**src/hdl/maoc_pkg.sv**
```systemverilog
// ----------------------------------------------------------------------------
// maoc_pkg
// Shared types and constants for the moving average / offset / clamp unit.
// ----------------------------------------------------------------------------
package maoc_pkg;

  localparam int unsigned SampleW = 8;
  localparam int unsigned PotW    = 10;
  localparam int unsigned OutW    = 12;
  localparam int unsigned CfgW    = 11;
  localparam int unsigned WinW    = 5;
  localparam int unsigned EntryW  = 3 * SampleW + PotW;

  localparam logic [2:0] RegWindow   = 3'd0;
  localparam logic [2:0] RegOffsetX  = 3'd1;
  localparam logic [2:0] RegOffsetY  = 3'd2;
  localparam logic [2:0] RegOffsetZ  = 3'd3;
  localparam logic [2:0] RegPotLimit = 3'd4;

  localparam logic [WinW-1:0] WindowReset   = 5'd6;
  localparam logic [CfgW-1:0] PotLimitReset = 11'd1024;

  typedef struct packed {
    logic signed [SampleW-1:0] sample_x;
    logic signed [SampleW-1:0] sample_y;
    logic signed [SampleW-1:0] sample_z;
    logic        [PotW-1:0]    sample_pot;
  } in_item_t;

  typedef struct packed {
    logic signed [OutW-1:0] out_x;
    logic signed [OutW-1:0] out_y;
    logic signed [OutW-1:0] out_z;
    logic        [PotW-1:0] out_pot;
  } out_item_t;

endpackage

```
**src/hdl/maoc_lane.sv**
```systemverilog
// ----------------------------------------------------------------------------
// maoc_lane
// One channel accumulator: sums history entries, then divides the sum by the
// window, one quotient bit per div_step_i cycle (truncating toward zero).
// ----------------------------------------------------------------------------
module maoc_lane #(
  parameter int unsigned InW  = 8,
  parameter int unsigned SumW = 12,
  parameter int unsigned WW   = 5
) (
  input  logic                   clk_i,
  input  logic                   clr_i,
  input  logic                   acc_i,
  input  logic signed [InW-1:0]  val_i,
  input  logic                   div_start_i,
  input  logic                   div_step_i,
  input  logic [WW-1:0]          win_i,
  output logic signed [SumW-1:0] quot_o
);

  logic signed [SumW-1:0] sum_q, sum_d;
  logic [SumW-1:0] mag_q, mag_d, rem_q, rem_d;
  logic            neg_q, neg_d;
  logic [SumW:0]   trial;

  assign trial = {rem_q, mag_q[SumW-1]} - {{(SumW+1-WW){1'b0}}, win_i};

  always_comb begin
    sum_d = sum_q;
    mag_d = mag_q;
    rem_d = rem_q;
    neg_d = neg_q;
    if (clr_i) begin
      sum_d = '0;
    end else if (acc_i) begin
      sum_d = sum_q + SumW'(val_i);
    end
    if (div_start_i) begin
      neg_d = sum_q[SumW-1];
      mag_d = sum_q[SumW-1] ? SumW'(-sum_q) : sum_q;
      rem_d = '0;
    end else if (div_step_i) begin
      if (!trial[SumW]) begin
        rem_d = trial[SumW-1:0];
        mag_d = {mag_q[SumW-2:0], 1'b1};
      end else begin
        rem_d = {rem_q[SumW-2:0], mag_q[SumW-1]};
        mag_d = {mag_q[SumW-2:0], 1'b0};
      end
    end
  end

  always_ff @(posedge clk_i) begin
    sum_q <= sum_d;
    mag_q <= mag_d;
    rem_q <= rem_d;
    neg_q <= neg_d;
  end

  assign quot_o = neg_q ? SumW'(-mag_q) : mag_q;

endmodule

```
**src/hdl/maoc_merge.sv**
```systemverilog
// ----------------------------------------------------------------------------
// maoc_merge
// Combines lane quotients or bypass samples: adds axis offsets, clamps pot.
// ----------------------------------------------------------------------------
module maoc_merge #(
  parameter int unsigned SumW = 12,
  parameter int unsigned PSumW = 14
) (
  input  logic                          bypass_i,
  input  maoc_pkg::in_item_t            smp_i,
  input  logic signed [SumW-1:0]        qx_i,
  input  logic signed [SumW-1:0]        qy_i,
  input  logic signed [SumW-1:0]        qz_i,
  input  logic signed [PSumW-1:0]       qp_i,
  input  logic signed [maoc_pkg::CfgW-1:0] off_x_i,
  input  logic signed [maoc_pkg::CfgW-1:0] off_y_i,
  input  logic signed [maoc_pkg::CfgW-1:0] off_z_i,
  input  logic [maoc_pkg::CfgW-1:0]     pot_limit_i,
  output maoc_pkg::out_item_t           res_o
);

  logic signed [maoc_pkg::OutW-1:0] ax, ay, az;
  logic [PSumW-1:0] ap;

  always_comb begin
    if (bypass_i) begin
      ax = maoc_pkg::OutW'(smp_i.sample_x);
      ay = maoc_pkg::OutW'(smp_i.sample_y);
      az = maoc_pkg::OutW'(smp_i.sample_z);
      ap = PSumW'(smp_i.sample_pot);
    end else begin
      ax = maoc_pkg::OutW'(qx_i);
      ay = maoc_pkg::OutW'(qy_i);
      az = maoc_pkg::OutW'(qz_i);
      ap = PSumW'(qp_i);
    end
    res_o.out_x = ax + maoc_pkg::OutW'(off_x_i);
    res_o.out_y = ay + maoc_pkg::OutW'(off_y_i);
    res_o.out_z = az + maoc_pkg::OutW'(off_z_i);
    // averaged pot is never negative
    if (ap > PSumW'(pot_limit_i)) begin
      res_o.out_pot = pot_limit_i[maoc_pkg::PotW-1:0];
    end else begin
      res_o.out_pot = ap[maoc_pkg::PotW-1:0];
    end
  end

endmodule

```
**src/hdl/moving_average_offset_clamp_unit.sv**
```systemverilog
// ----------------------------------------------------------------------------
// moving_average_offset_clamp_unit
// Windowed moving average of three axes and a pot value, plus offsets/clamp.
// ----------------------------------------------------------------------------
// Usage:
//   in_valid_i/in_stall_o/in_item_i carry one sample request; out_valid_o/
//   out_stall_i/out_item_o carry one result per sample. cfg_valid_i/
//   cfg_ready_o/cfg_index_i/cfg_data_i write registers; the user must write
//   them only while idle, as the block itself does not enforce it.
// Flow (W = window clipped to HISTORY_DEPTH, P = history entries padded):
//   W <= 1: the sample passes through StOut into the output register.
//   W > 1 : pad writes one history entry per cycle (P of them, P up to W),
//   StFill then drops the oldest entry and appends the sample, W entries
//   sum through the single history read port, then bit-serial division in
//   four lanes. The history read port and the serial divider set latency.
// Reset: window 6, offsets 0, pot limit 1024, history empty; no clearing pass.
// Stall: a finished result waits in the output register; the next sample is
//   not taken until that result is delivered, at the earliest the cycle after.
// ----------------------------------------------------------------------------
module moving_average_offset_clamp_unit #(
  parameter int unsigned HISTORY_DEPTH = 16
) (
  input  logic                clk_i,
  input  logic                rst_ni,
  input  logic                in_valid_i,
  output logic                in_stall_o,
  input  maoc_pkg::in_item_t  in_item_i,
  output logic                out_valid_o,
  input  logic                out_stall_i,
  output maoc_pkg::out_item_t out_item_o,
  input  logic                cfg_valid_i,
  output logic                cfg_ready_o,
  input  logic [2:0]          cfg_index_i,
  input  logic [maoc_pkg::CfgW-1:0] cfg_data_i
);

  localparam int unsigned AW    = (HISTORY_DEPTH > 1) ? $clog2(HISTORY_DEPTH) : 1;
  localparam int unsigned CW    = $clog2(HISTORY_DEPTH + 1);
  localparam int unsigned WW    = (CW > maoc_pkg::WinW) ? CW : maoc_pkg::WinW;
  localparam int unsigned SumW  = maoc_pkg::SampleW + CW + 1;
  localparam int unsigned PSumW = maoc_pkg::PotW + CW + 1;
  localparam int unsigned DivCW = $clog2(PSumW + 1);
  localparam int unsigned EW    = maoc_pkg::EntryW;

  localparam logic [2:0] StIdle = 3'd0;
  localparam logic [2:0] StFill = 3'd1;
  localparam logic [2:0] StSum  = 3'd2;
  localparam logic [2:0] StDiv  = 3'd3;
  localparam logic [2:0] StOut  = 3'd4;

  logic [2:0] state_q, state_d;

  logic [maoc_pkg::WinW-1:0] win_reg_q;
  logic signed [maoc_pkg::CfgW-1:0] off_x_q, off_y_q, off_z_q;
  logic [maoc_pkg::CfgW-1:0] pot_limit_q;

  logic [CW-1:0] count_q, count_d;
  logic [AW-1:0] oldest_q, oldest_d;
  logic [CW-1:0] idx_q, idx_d;
  logic [DivCW-1:0] dcnt_q, dcnt_d;
  logic [CW-1:0] w_q, w_d;
  logic bypass_q, bypass_d;
  maoc_pkg::in_item_t smp_q, smp_d;

  logic [EW-1:0] hist_mem [HISTORY_DEPTH];
  logic [EW-1:0] rd_q;
  logic          rd_vld_q;
  logic          wr_en;
  logic [AW-1:0] wr_addr, rd_addr;

  logic          out_valid_q;
  maoc_pkg::out_item_t out_q;
  maoc_pkg::out_item_t res;

  logic [WW-1:0] win_ext;
  logic [CW-1:0] w_eff;
  logic accept;
  logic lane_clr, lane_acc, div_start, div_step;
  logic signed [SumW-1:0] qx, qy, qz;
  logic signed [PSumW-1:0] qp;
  maoc_pkg::in_item_t rd_item;

  // base < depth and off <= depth, so one conditional subtract wraps the ring
  function automatic logic [AW-1:0] slot(input logic [AW-1:0] base,
                                         input logic [CW-1:0] off);
    logic [CW:0] s;
    s = (CW+1)'(base) + (CW+1)'(off);
    if (s >= (CW+1)'(HISTORY_DEPTH)) begin
      s = s - (CW+1)'(HISTORY_DEPTH);
    end
    return AW'(s);
  endfunction

  assign win_ext = WW'(win_reg_q);
  always_comb begin
    if (win_ext > WW'(HISTORY_DEPTH)) begin
      w_eff = CW'(HISTORY_DEPTH);
    end else begin
      w_eff = CW'(win_ext);
    end
  end

  assign accept      = in_valid_i && !in_stall_o;
  assign in_stall_o  = (state_q != StIdle) || out_valid_q;
  assign cfg_ready_o = 1'b1;
  assign out_valid_o = out_valid_q;
  assign out_item_o  = out_q;
  assign rd_item     = rd_q;

  always_ff @(posedge clk_i or negedge rst_ni) begin
    if (!rst_ni) begin
      win_reg_q   <= maoc_pkg::WindowReset;
      off_x_q     <= '0;
      off_y_q     <= '0;
      off_z_q     <= '0;
      pot_limit_q <= maoc_pkg::PotLimitReset;
    end else if (cfg_valid_i) begin
      case (cfg_index_i)
        maoc_pkg::RegWindow:   win_reg_q   <= cfg_data_i[maoc_pkg::WinW-1:0];
        maoc_pkg::RegOffsetX:  off_x_q     <= cfg_data_i;
        maoc_pkg::RegOffsetY:  off_y_q     <= cfg_data_i;
        maoc_pkg::RegOffsetZ:  off_z_q     <= cfg_data_i;
        maoc_pkg::RegPotLimit: pot_limit_q <= cfg_data_i;
        default: ;
      endcase
    end
  end

  always_comb begin
    state_d   = state_q;
    count_d   = count_q;
    oldest_d  = oldest_q;
    idx_d     = idx_q;
    dcnt_d    = dcnt_q;
    w_d       = w_q;
    bypass_d  = bypass_q;
    smp_d     = smp_q;
    wr_en     = 1'b0;
    wr_addr   = slot(oldest_q, count_q);
    rd_addr   = slot(oldest_q, idx_q);
    lane_clr  = 1'b0;
    lane_acc  = 1'b0;
    div_start = 1'b0;
    div_step  = 1'b0;
    case (state_q)
      StIdle: begin
        if (accept) begin
          smp_d    = in_item_i;
          w_d      = w_eff;
          bypass_d = (w_eff <= CW'(1));
          if (w_eff <= CW'(1)) begin
            state_d = StOut;
          end else begin
            // trim to window now; padding follows one entry per cycle
            if (count_q > w_eff) begin
              oldest_d = slot(oldest_q, count_q - w_eff);
              count_d  = w_eff;
            end
            state_d = StFill;
          end
        end
      end
      StFill: begin
        if (count_q < w_q) begin
          wr_en   = 1'b1;
          count_d = count_q + CW'(1);
        end else begin
          // drop oldest, append current sample at the new tail
          wr_en    = 1'b1;
          wr_addr  = slot(oldest_q, w_q);
          oldest_d = slot(oldest_q, CW'(1));
          idx_d    = '0;
          lane_clr = 1'b1;
          state_d  = StSum;
        end
      end
      StSum: begin
        lane_acc = rd_vld_q;
        if (idx_q < w_q) begin
          idx_d = idx_q + CW'(1);
        end else if (!rd_vld_q) begin
          state_d   = StDiv;
          div_start = 1'b1;
          dcnt_d    = '0;
        end
      end
      StDiv: begin
        div_step = 1'b1;
        dcnt_d   = dcnt_q + DivCW'(1);
        if (dcnt_q == DivCW'(PSumW - 1)) begin
          state_d = StOut;
        end
      end
      StOut: begin
        state_d = StIdle;
      end
      default: state_d = StIdle;
    endcase
  end

  always_ff @(posedge clk_i or negedge rst_ni) begin
    if (!rst_ni) begin
      state_q     <= StIdle;
      count_q     <= '0;
      oldest_q    <= '0;
      idx_q       <= '0;
      dcnt_q      <= '0;
      rd_vld_q    <= 1'b0;
      out_valid_q <= 1'b0;
      bypass_q    <= 1'b1;
      w_q         <= '0;
    end else begin
      state_q  <= state_d;
      count_q  <= count_d;
      oldest_q <= oldest_d;
      idx_q    <= idx_d;
      dcnt_q   <= dcnt_d;
      bypass_q <= bypass_d;
      w_q      <= w_d;
      rd_vld_q <= (state_q == StSum) && (idx_q < w_q);
      if (state_q == StOut) begin
        out_valid_q <= 1'b1;
      end else if (out_valid_q && !out_stall_i) begin
        out_valid_q <= 1'b0;
      end
    end
  end

  always_ff @(posedge clk_i) begin
    smp_q <= smp_d;
    if (wr_en) begin
      hist_mem[wr_addr] <= smp_q;
    end
    rd_q <= hist_mem[rd_addr];
    if (state_q == StOut) begin
      out_q <= res;
    end
  end

  maoc_lane #(.InW(maoc_pkg::SampleW), .SumW(SumW), .WW(CW)) u_lane_x (
    .clk_i, .clr_i(lane_clr), .acc_i(lane_acc), .val_i(rd_item.sample_x),
    .div_start_i(div_start), .div_step_i(div_step && dcnt_q < DivCW'(SumW)),
    .win_i(w_q), .quot_o(qx)
  );
  maoc_lane #(.InW(maoc_pkg::SampleW), .SumW(SumW), .WW(CW)) u_lane_y (
    .clk_i, .clr_i(lane_clr), .acc_i(lane_acc), .val_i(rd_item.sample_y),
    .div_start_i(div_start), .div_step_i(div_step && dcnt_q < DivCW'(SumW)),
    .win_i(w_q), .quot_o(qy)
  );
  maoc_lane #(.InW(maoc_pkg::SampleW), .SumW(SumW), .WW(CW)) u_lane_z (
    .clk_i, .clr_i(lane_clr), .acc_i(lane_acc), .val_i(rd_item.sample_z),
    .div_start_i(div_start), .div_step_i(div_step && dcnt_q < DivCW'(SumW)),
    .win_i(w_q), .quot_o(qz)
  );
  maoc_lane #(.InW(maoc_pkg::PotW + 1), .SumW(PSumW), .WW(CW)) u_lane_p (
    .clk_i, .clr_i(lane_clr), .acc_i(lane_acc),
    .val_i({1'b0, rd_item.sample_pot}),
    .div_start_i(div_start), .div_step_i(div_step),
    .win_i(w_q), .quot_o(qp)
  );

  maoc_merge #(.SumW(SumW), .PSumW(PSumW)) u_merge (
    .bypass_i(bypass_q), .smp_i(smp_q),
    .qx_i(qx), .qy_i(qy), .qz_i(qz), .qp_i(qp),
    .off_x_i(off_x_q), .off_y_i(off_y_q), .off_z_i(off_z_q),
    .pot_limit_i(pot_limit_q), .res_o(res)
  );

endmodule
```
**config.mk**
```make
export PLATFORM = sky130hd
export DESIGN_NAME = moving_average_offset_clamp_unit
export DESIGN_NICKNAME = d
export VERILOG_FILES = /design/src/hdl/maoc_pkg.sv /design/src/hdl/maoc_lane.sv /design/src/hdl/maoc_merge.sv /design/src/hdl/moving_average_offset_clamp_unit.sv
export SDC_FILE = /design/constraint.sdc
export NUM_CORES = 1
export LEC_CHECK = 0
export ABC_AREA = 1
export ABC_CLOCK_PERIOD_IN_PS = 5340
export BUFFER_PORTS_ARGS = -buffer_cell sky130_fd_sc_hd__buf_2
export CAP_MARGIN = 20
export CORE_MARGIN = 4
export CORE_UTILIZATION = 61
export CTS_CLUSTER_DIAMETER = 40
export DETAILED_ROUTE_END_ITERATION = 6
export GPL_ROUTABILITY_DRIVEN = 0
export PLACE_DENSITY_LB_ADDON = 0.1
export REMOVE_ABC_BUFFERS = 1
export SLEW_MARGIN = 20
export SYNTH_ARGS = -nofsm -noshare
export SYNTH_HDL_FRONTEND = slang
export SYNTH_HIERARCHICAL = 1
export SYNTH_SLANG_ARGS = --single-unit
```
**constraint.sdc**
```tcl
create_clock -name clk_i -period 5.34 [get_ports clk_i]
set_clock_uncertainty 0.2 [all_clocks]
set_input_delay 0.267 -clock clk_i [delete_from_list [all_inputs] [get_ports clk_i]]
set_output_delay 0.267 -clock clk_i [all_outputs]
set_load 0.03 [all_outputs]
```
==> results.json, run 1 <==
{
  "yosys_warnings": 6,
  "syn_area_per_cell_sq_um": 9.40,
  "syn-cell-area_sq_mm": 0.0466,
  "dieWidth_microns": 284,
  "initial_utilization_pct": 61.5,
  "fin_crit_ns": 3.97,
  "tightest_slew_ns": 1.05,
  "antenna_found_initial": 4,
  "synth_cells": 4960,
  "preCtsSetupSlack_ns": 1.44,
  "final_net_count": 5348,
  "end_kind": "flop",
  "multi_input_area_sq_mm": 0.0178,
  "rsz0062_at_grt": "no",
  "die_h_microns": 284,
  "dp_hpwl_microns": 74500,
  "path_clk_slew_ns": 0.06,
  "regArea_sq_mm": 0.0256,
  "crit_arrival_ns": 4.20,
  "cp.required_ns": 5.56,
  "violations": "hold timing",
  "cts_buffer_depth": 3,
  "regToRegSetupSlack_ns": 1.37,
  "drive_above_1_share_pct": 9.20,
  "postCtsSetupBuffers": 0,
  "ctsHtreeMaxLevel": 4,
  "pin_count": 102,
  "grt_usage_pct": 28.4,
  "finalSetupViolCount": 0,
  "grt_pass1_vias": 33100,
  "numCtsBuffers": 133,
  "core_sq_mm": 0.0758,
  "routed_via_density": 5.64,
  "port_buffers": 100,
  "cts_root_buffer": "clkbuf_16",
  "p_per_area_mw_per_mm2": 728,
  "dpl_cell_area_sq_mm": 0.0481,
  "reg2reg_depth": 13,
  "row_count": 101,
  "maxSlewHeadroom_pct": 29.8,
  "hold_ws_ns": -0.0448,
  "ant_nets": 0,
  "drc": 0,
  "ir_drop_uv": 1040,
  "worst_slack_ns": 1.37,
  "maxCapViolations": 0,
  "drtIter0Drc": 3201,
  "cts_tree": "done",
  "hold_viol": 16,
  "timing.rr.start": "w_q[1]$_DFFE_PN0P_",
  "design_area_sq_mm": 0.0533,
  "clock-sinks": 915,
  "status": "finished with violations",
  "path_max_fanout": 24,
  "r2r_end": "hist_mem[4][11]$_DFFE_PP_",
  "cp-start-kind": "flop",
  "routedWlPerCell_microns": 18.6,
  "post-route-period-util_pct": 74.4,
  "grt_overflow": 0,
  "grt_first_pass_wirelength_microns": 182000,
  "hp-class": "input pin to async pin",
  "vias": 35000,
  "worstSetupPathType": "flop to flop",
  "drt_first_pass_iters": 5,
  "dieArea_sq_mm": 0.0809,
  "filler_cell_count": 5655,
  "clk_latency_ns": 0.72,
  "drv_slew": 0,
  "leakagePower_nw": 23.0,
  "fmax_mhz": 252,
  "area_delta_synth_final_pct": 14.3,
  "drt-total-wl_microns": 116000,
  "grt_max_degree": 171
}
[metal layers]
metal	up-vias	GRT usage, %	wire, microns
met5	-	0	0
met2	1251	46.4	54200
li1	17100	-	-
met1	16500	40.0	50400
met3	177	4.40	8640
met4	0	8.00	2540
[metrics by stage]
stage               hold WS (ns)  total power, W  utilization, %  instances  TNS [ns]
floorplan                 -0.229          0.0236               -       4786   -176.96
global placement           0.243          0.0292            63.4       5913         0
detailed placement         0.245          0.0295            63.4       5913         0
CTS                       0.0106          0.0387            70.3       6209         0
global route              0.0135          0.0417            70.3       6209         0
finish                   -0.0448          0.0388            70.3       6210         0
[critical path, stage by stage (launching register included)]
cell and delay, ns:
dfrtp_1 0.74, inv_1 0.15, ha_1 0.32, nand2_1 0.05, nor2_1 0.08, nand2_1 0.06
nand3_1 0.21, nand2_4 0.14, nand2_1 0.11, nand2_1 0.09, nor2_1 0.09, nand2_1 0.24
nor2_4 0.87, buf_4 0.32
[sequential cells by signal (all words and copies together) (netlist names), 14 cells and up]
register	count
hist_mem	544
out_item_o	46
rd_item	34
smp_q	34
u_lane_p/mag_q	16
u_lane_p/rem_q	16
u_lane_p/sum_q	16
u_lane_x/mag_q	14
u_lane_x/rem_q	14
u_lane_x/sum_q	14
u_lane_y/mag_q	14
u_lane_y/rem_q	14
u_lane_y/sum_q	14
u_lane_z/mag_q	14
u_lane_z/rem_q	14
u_lane_z/sum_q	14
[area by class of cell]
cell class	count	area share (%)
Inverter	673	4.76
Antenna cell	1	0.00470
Multi-Input combinational cell	3198	33.4
Timing Repair Buffer	202	2.83
Sequential cell	915	48.0
Clock inverter	81	2.03
Clock buffer	162	6.69
Tap cell	978	2.30
[worst max-delay path by stage]
stage                            start                         end  slack (ns)  cells past startpoint
2_1_floorplan  oldest_q[0]$_DFFE_PN0P_         rd_item[32]$_DFF_P_       -4.22                      5
3_3_place_gp        w_q[1]$_DFFE_PN0P_   hist_mem[4][19]$_DFFE_PP_        1.46                     13
3_5_place_dp        w_q[1]$_DFFE_PN0P_   hist_mem[13][3]$_DFFE_PP_        1.44                     12
4_1_cts             w_q[1]$_DFFE_PN0P_  hist_mem[13][33]$_DFFE_PP_        1.41                     12
5_1_grt             w_q[1]$_DFFE_PN0P_   hist_mem[4][19]$_DFFE_PP_        1.11                     13
6_report            w_q[1]$_DFFE_PN0P_   hist_mem[4][11]$_DFFE_PP_        1.37                     13
[repair_timing]
item                      4_1_cts  5_1_grt
resized for setup               0        0
hold buffers                   53        0
hold endpoints to repair      162        0
[power breakdown]
| part | switching (W) | total (W) | internal [W] |
|---|---|---|---|
| sequential | 0.00155 | 0.0114 | 0.00989 |
| clock | 0.00339 | 0.00898 | 0.00559 |
| combinational | 0.0122 | 0.0183 | 0.00619 |
| total | 0.0171 | 0.0388 | 0.0217 |
[placed cells by master, fill, tap and decap left out, drive strengths merged]
master       count
a211oi           3
a21boi           3
a21o             2
a21oi          317
a22oi            2
a31oi           20
and3             2
buf            149
bufinv          15
clkbuf         162
clkinv          34
clkinvlp        19
conb             7
dfrtp           75
dfstp            4
dfxtp          150
diode            1
dlygate4sd3     53
edfxtp         686
fa              16
ha             156
inv            686
mux2i          103
nand2         1119
nand2b           1
nand3          359
nand3b           8
nand4           50
nor2           295
nor3            24
o211ai         137
o21a             1
o21ai          394
o21bai          12
o22ai            4
o31ai            1
or2              9
xnor2           27
xor2           126
Power figures use the tool's default switching activity.
==> inputs of run 2 (changes only) <==
--- a/config.mk
+++ b/config.mk
@@ -6,11 +6,11 @@
 export NUM_CORES = 1
 export LEC_CHECK = 0
 export ABC_AREA = 1
-export ABC_CLOCK_PERIOD_IN_PS = 5340
+export ABC_CLOCK_PERIOD_IN_PS = 3300
 export BUFFER_PORTS_ARGS = -buffer_cell sky130_fd_sc_hd__buf_2
 export CAP_MARGIN = 20
 export CORE_MARGIN = 4
-export CORE_UTILIZATION = 61
+export CORE_UTILIZATION = 57
 export CTS_CLUSTER_DIAMETER = 40
 export DETAILED_ROUTE_END_ITERATION = 6
 export GPL_ROUTABILITY_DRIVEN = 0
==> constraint.sdc (replaced) <==
create_clock -name clk_i -period 3.3 [get_ports clk_i]
set_clock_uncertainty 0.2 [all_clocks]
set_input_delay 0.165 -clock clk_i [delete_from_list [all_inputs] [get_ports clk_i]]
set_output_delay 0.165 -clock clk_i [all_outputs]
set_load 0.03 [all_outputs]
==> run 2 against run 1 <==
The run now ends clean; sequential share of layout area shrank 1.3 points; first-iteration DRC count shrank 5.1%; via count grew 1.6%; cell area grew 2.9%; power grew 65%; routed wire length grew 5.0%; sequential power grew 59%; critical path type unchanged; critical endpoint is now hist_mem[11][4]$_DFFE_PP_; largest power group unchanged.
==> results.json, run 2 (same netlist as run 1, synthesis figures left out) <==
{
  "mostFrequentLayoutCell": "nand2_1",
  "drtIter0Drc": 3038,
  "dpl_cell_area_sq_mm": 0.0492,
  "timing.rr.start": "w_q[0]$_DFFE_PN0P_",
  "path_cells": "ha_1, fa_1, xnor2_1, nand3_1, nand2_1, nand3_1, nor2_4, buf_12",
  "finalSetupViolCount": 0,
  "fin_crit_ns": 3.03,
  "dieWidth_microns": 294,
  "drc": 0,
  "hold_viol": 0,
  "post-route-period-util_pct": 91.9,
  "grt_max_degree": 120,
  "path_delay_family": "simple AND/OR/NAND/NOR gates",
  "ir_drop_uv": 1180,
  "pin_count": 102,
  "path_max_fanout": 17,
  "use_met3_pct": 4.84,
  "grt_first_pass_wirelength_microns": 191000,
  "regToRegSetupSlack_ns": 0.27,
  "clock-sinks": 915,
  "final_net_count": 5467,
  "tightest_slew_ns": 0.790,
  "p_total_w": 0.0638,
  "cp.required_ns": 3.51,
  "drive_above_1_share_pct": 10.6,
  "grt_pass1_vias": 34300,
  "gr-usage-met2_pct": 46.5,
  "routed_via_density": 5.55,
  "place_inst": 6080,
  "path_buf_inv": 1,
  "min_from": "cfg_data_i[10]",
  "cp-start-kind": "flop",
  "design_area_sq_mm": 0.0548,
  "hp-class": "input pin to flop",
  "leakagePower_nw": 23.7,
  "maxSlewHeadroom_pct": 47.2,
  "grt_overflow": 0,
  "fin_cells": 6412,
  "drt_first_pass_iters": 6,
  "crit_top_cell": "nand3_1",
  "initial_utilization_pct": 57.7,
  "hold-path-endpoint": "off_x_q[10]$_DFFE_PN0P_",
  "worstSetupPathType": "flop to flop",
  "largest_reg_flops": 544,
  "cts_buffer_depth": 3,
  "drt-total-wl_microns": 122000,
  "grt_use_met1_pct": 38.8,
  "dieArea_sq_mm": 0.0864,
  "drv_slew": 0,
  "core_sq_mm": 0.0808,
  "port_buffers": 100,
  "end_kind": "flop",
  "ant_nets": 0,
  "p_per_area_mw_per_mm2": 1160,
  "cts_tree": "done",
  "cts_root_buffer": "clkbuf_16",
  "critPathMaxStageDelay_ns": 0.49,
  "vias": 35600,
  "path_clk_slew_ns": 0.05,
  "filler_cell_count": 6279,
  "holdPathStages": 4,
  "antenna_found_initial": 7,
  "fin_tns_setup_ns": 0,
  "dp_hpwl_microns": 78800,
  "cp_slowest_cell": "dfrtp_1",
  "reg2reg_depth": 8,
  "r2r_end": "hist_mem[11][4]$_DFFE_PP_",
  "clk_latency_ns": 0.72,
  "grt.busiest_layer": "met2",
  "area_delta_synth_final_pct": 17.6,
  "top_register": "hist_mem",
  "fmax_mhz": 330,
  "status": "completed",
  "row_count": 104,
  "final_cell_mix": "nand2_1, edfxtp_1, inv_1",
  "ctsHtreeMaxLevel": 4,
  "maxCapViolations": 0,
  "routedWlPerCell_microns": 19.0,
  "die_h_microns": 294,
  "grt_usage_pct": 28.3,
  "numCtsBuffers": 131,
  "crit_arrival_ns": 3.25
}
==> run 2: cell count changes in the layout (fill, tap and decap cells not counted), sizes merged <==
cell | before | now
bufinv | 15 | 17
dlygate4sd3 | 53 | 88
clkinv | 34 | 31
buf | 149 | 235
inv | 686 | 696
clkbuf | 162 | 158
clkinvlp | 19 | 13
==> run 2: what timing repair did <==
action / CTS / global route
hold buffers: 89 / 0
hold endpoints to repair: 169 / 0
buffers inserted: 0 / 0
resized for setup: 0 / 4
endpoints found under the setup margin: 0 / 13
==> run 2: final cells by class <==
cell class              count  area [sq um]  share of cell area, %
multi-input cells        3198         17800                   32.5
inverters                 673          2530                   4.62
flip-flops and latches    915         25600                   46.7
clock inverters            84          1140                   2.09
repair buffers            323          2910                   5.30
clock buffers             158          3520                   6.43
well taps                1060          1330                   2.42
diodes                      1          2.50                0.00457
==> run 2: worst reg2reg max path, stage by stage (launching register included) <==
cell and delay [ns]:
dfrtp_1 0.49, ha_1 0.27, fa_1 0.38, xnor2_1 0.18, nand3_1 0.13, nand2_1 0.14, nand3_1 0.39, nor2_4 0.31
buf_12 0.23
==> run 2: worst max-delay path by stage <==
stage / depth (start not counted) / slack [ns] / start / to
floorplan: 5 / -6.26 / oldest_q[0]$_DFFE_PN0P_ / rd_item[32]$_DFF_P_
global placement: 13 / 0.28 / u_lane_p/mag_q[1]$_DFFE_PP_ / out_item_o[2]$_DFFE_PP_
detailed placement: 14 / 0.24 / u_lane_p/mag_q[1]$_DFFE_PP_ / out_item_o[4]$_DFFE_PP_
CTS: 14 / 0.18 / u_lane_p/mag_q[1]$_DFFE_PP_ / out_item_o[4]$_DFFE_PP_
global route: 17 / -0.003 / u_lane_p/mag_q[0]$_DFFE_PP_ / out_item_o[1]$_DFFE_PP_
finish: 8 / 0.27 / w_q[0]$_DFFE_PN0P_ / hist_mem[11][4]$_DFFE_PP_
==> run 2: routing by layer <==
| layer | part of all wire, % | vias up | wire length [microns] |
|---|---|---|---|
| met5 | 0 | - | 0 |
| met4 | 2.5 | 0 | 3050 |
| met3 | 7.4 | 200 | 8950 |
| met2 | 47 | 1222 | 57000 |
| met1 | 43 | 16800 | 52500 |
| li1 | - | 17400 | - |
==> run 2: report_power, final <==
part	internal (W)	switching, W	leakage, nW
combinational	0.0108	0.0202	13.0
clock	0.00913	0.00551	2.24
sequential	0.0160	0.00210	8.46
total	0.0360	0.0278	23.7
==> run 2: metrics by stage <==
step	util [%]	worst slack [ns]	hold slack, ns
2_1_floorplan	-	-6.26	-0.331
3_3_place_gp	60.9	0.280	0.122
3_5_place_dp	60.9	0.235	0.135
4_1_cts	67.8	0.177	0.207
5_1_grt	67.8	-0.00332	0.255
6_report	67.8	0.266	0.245
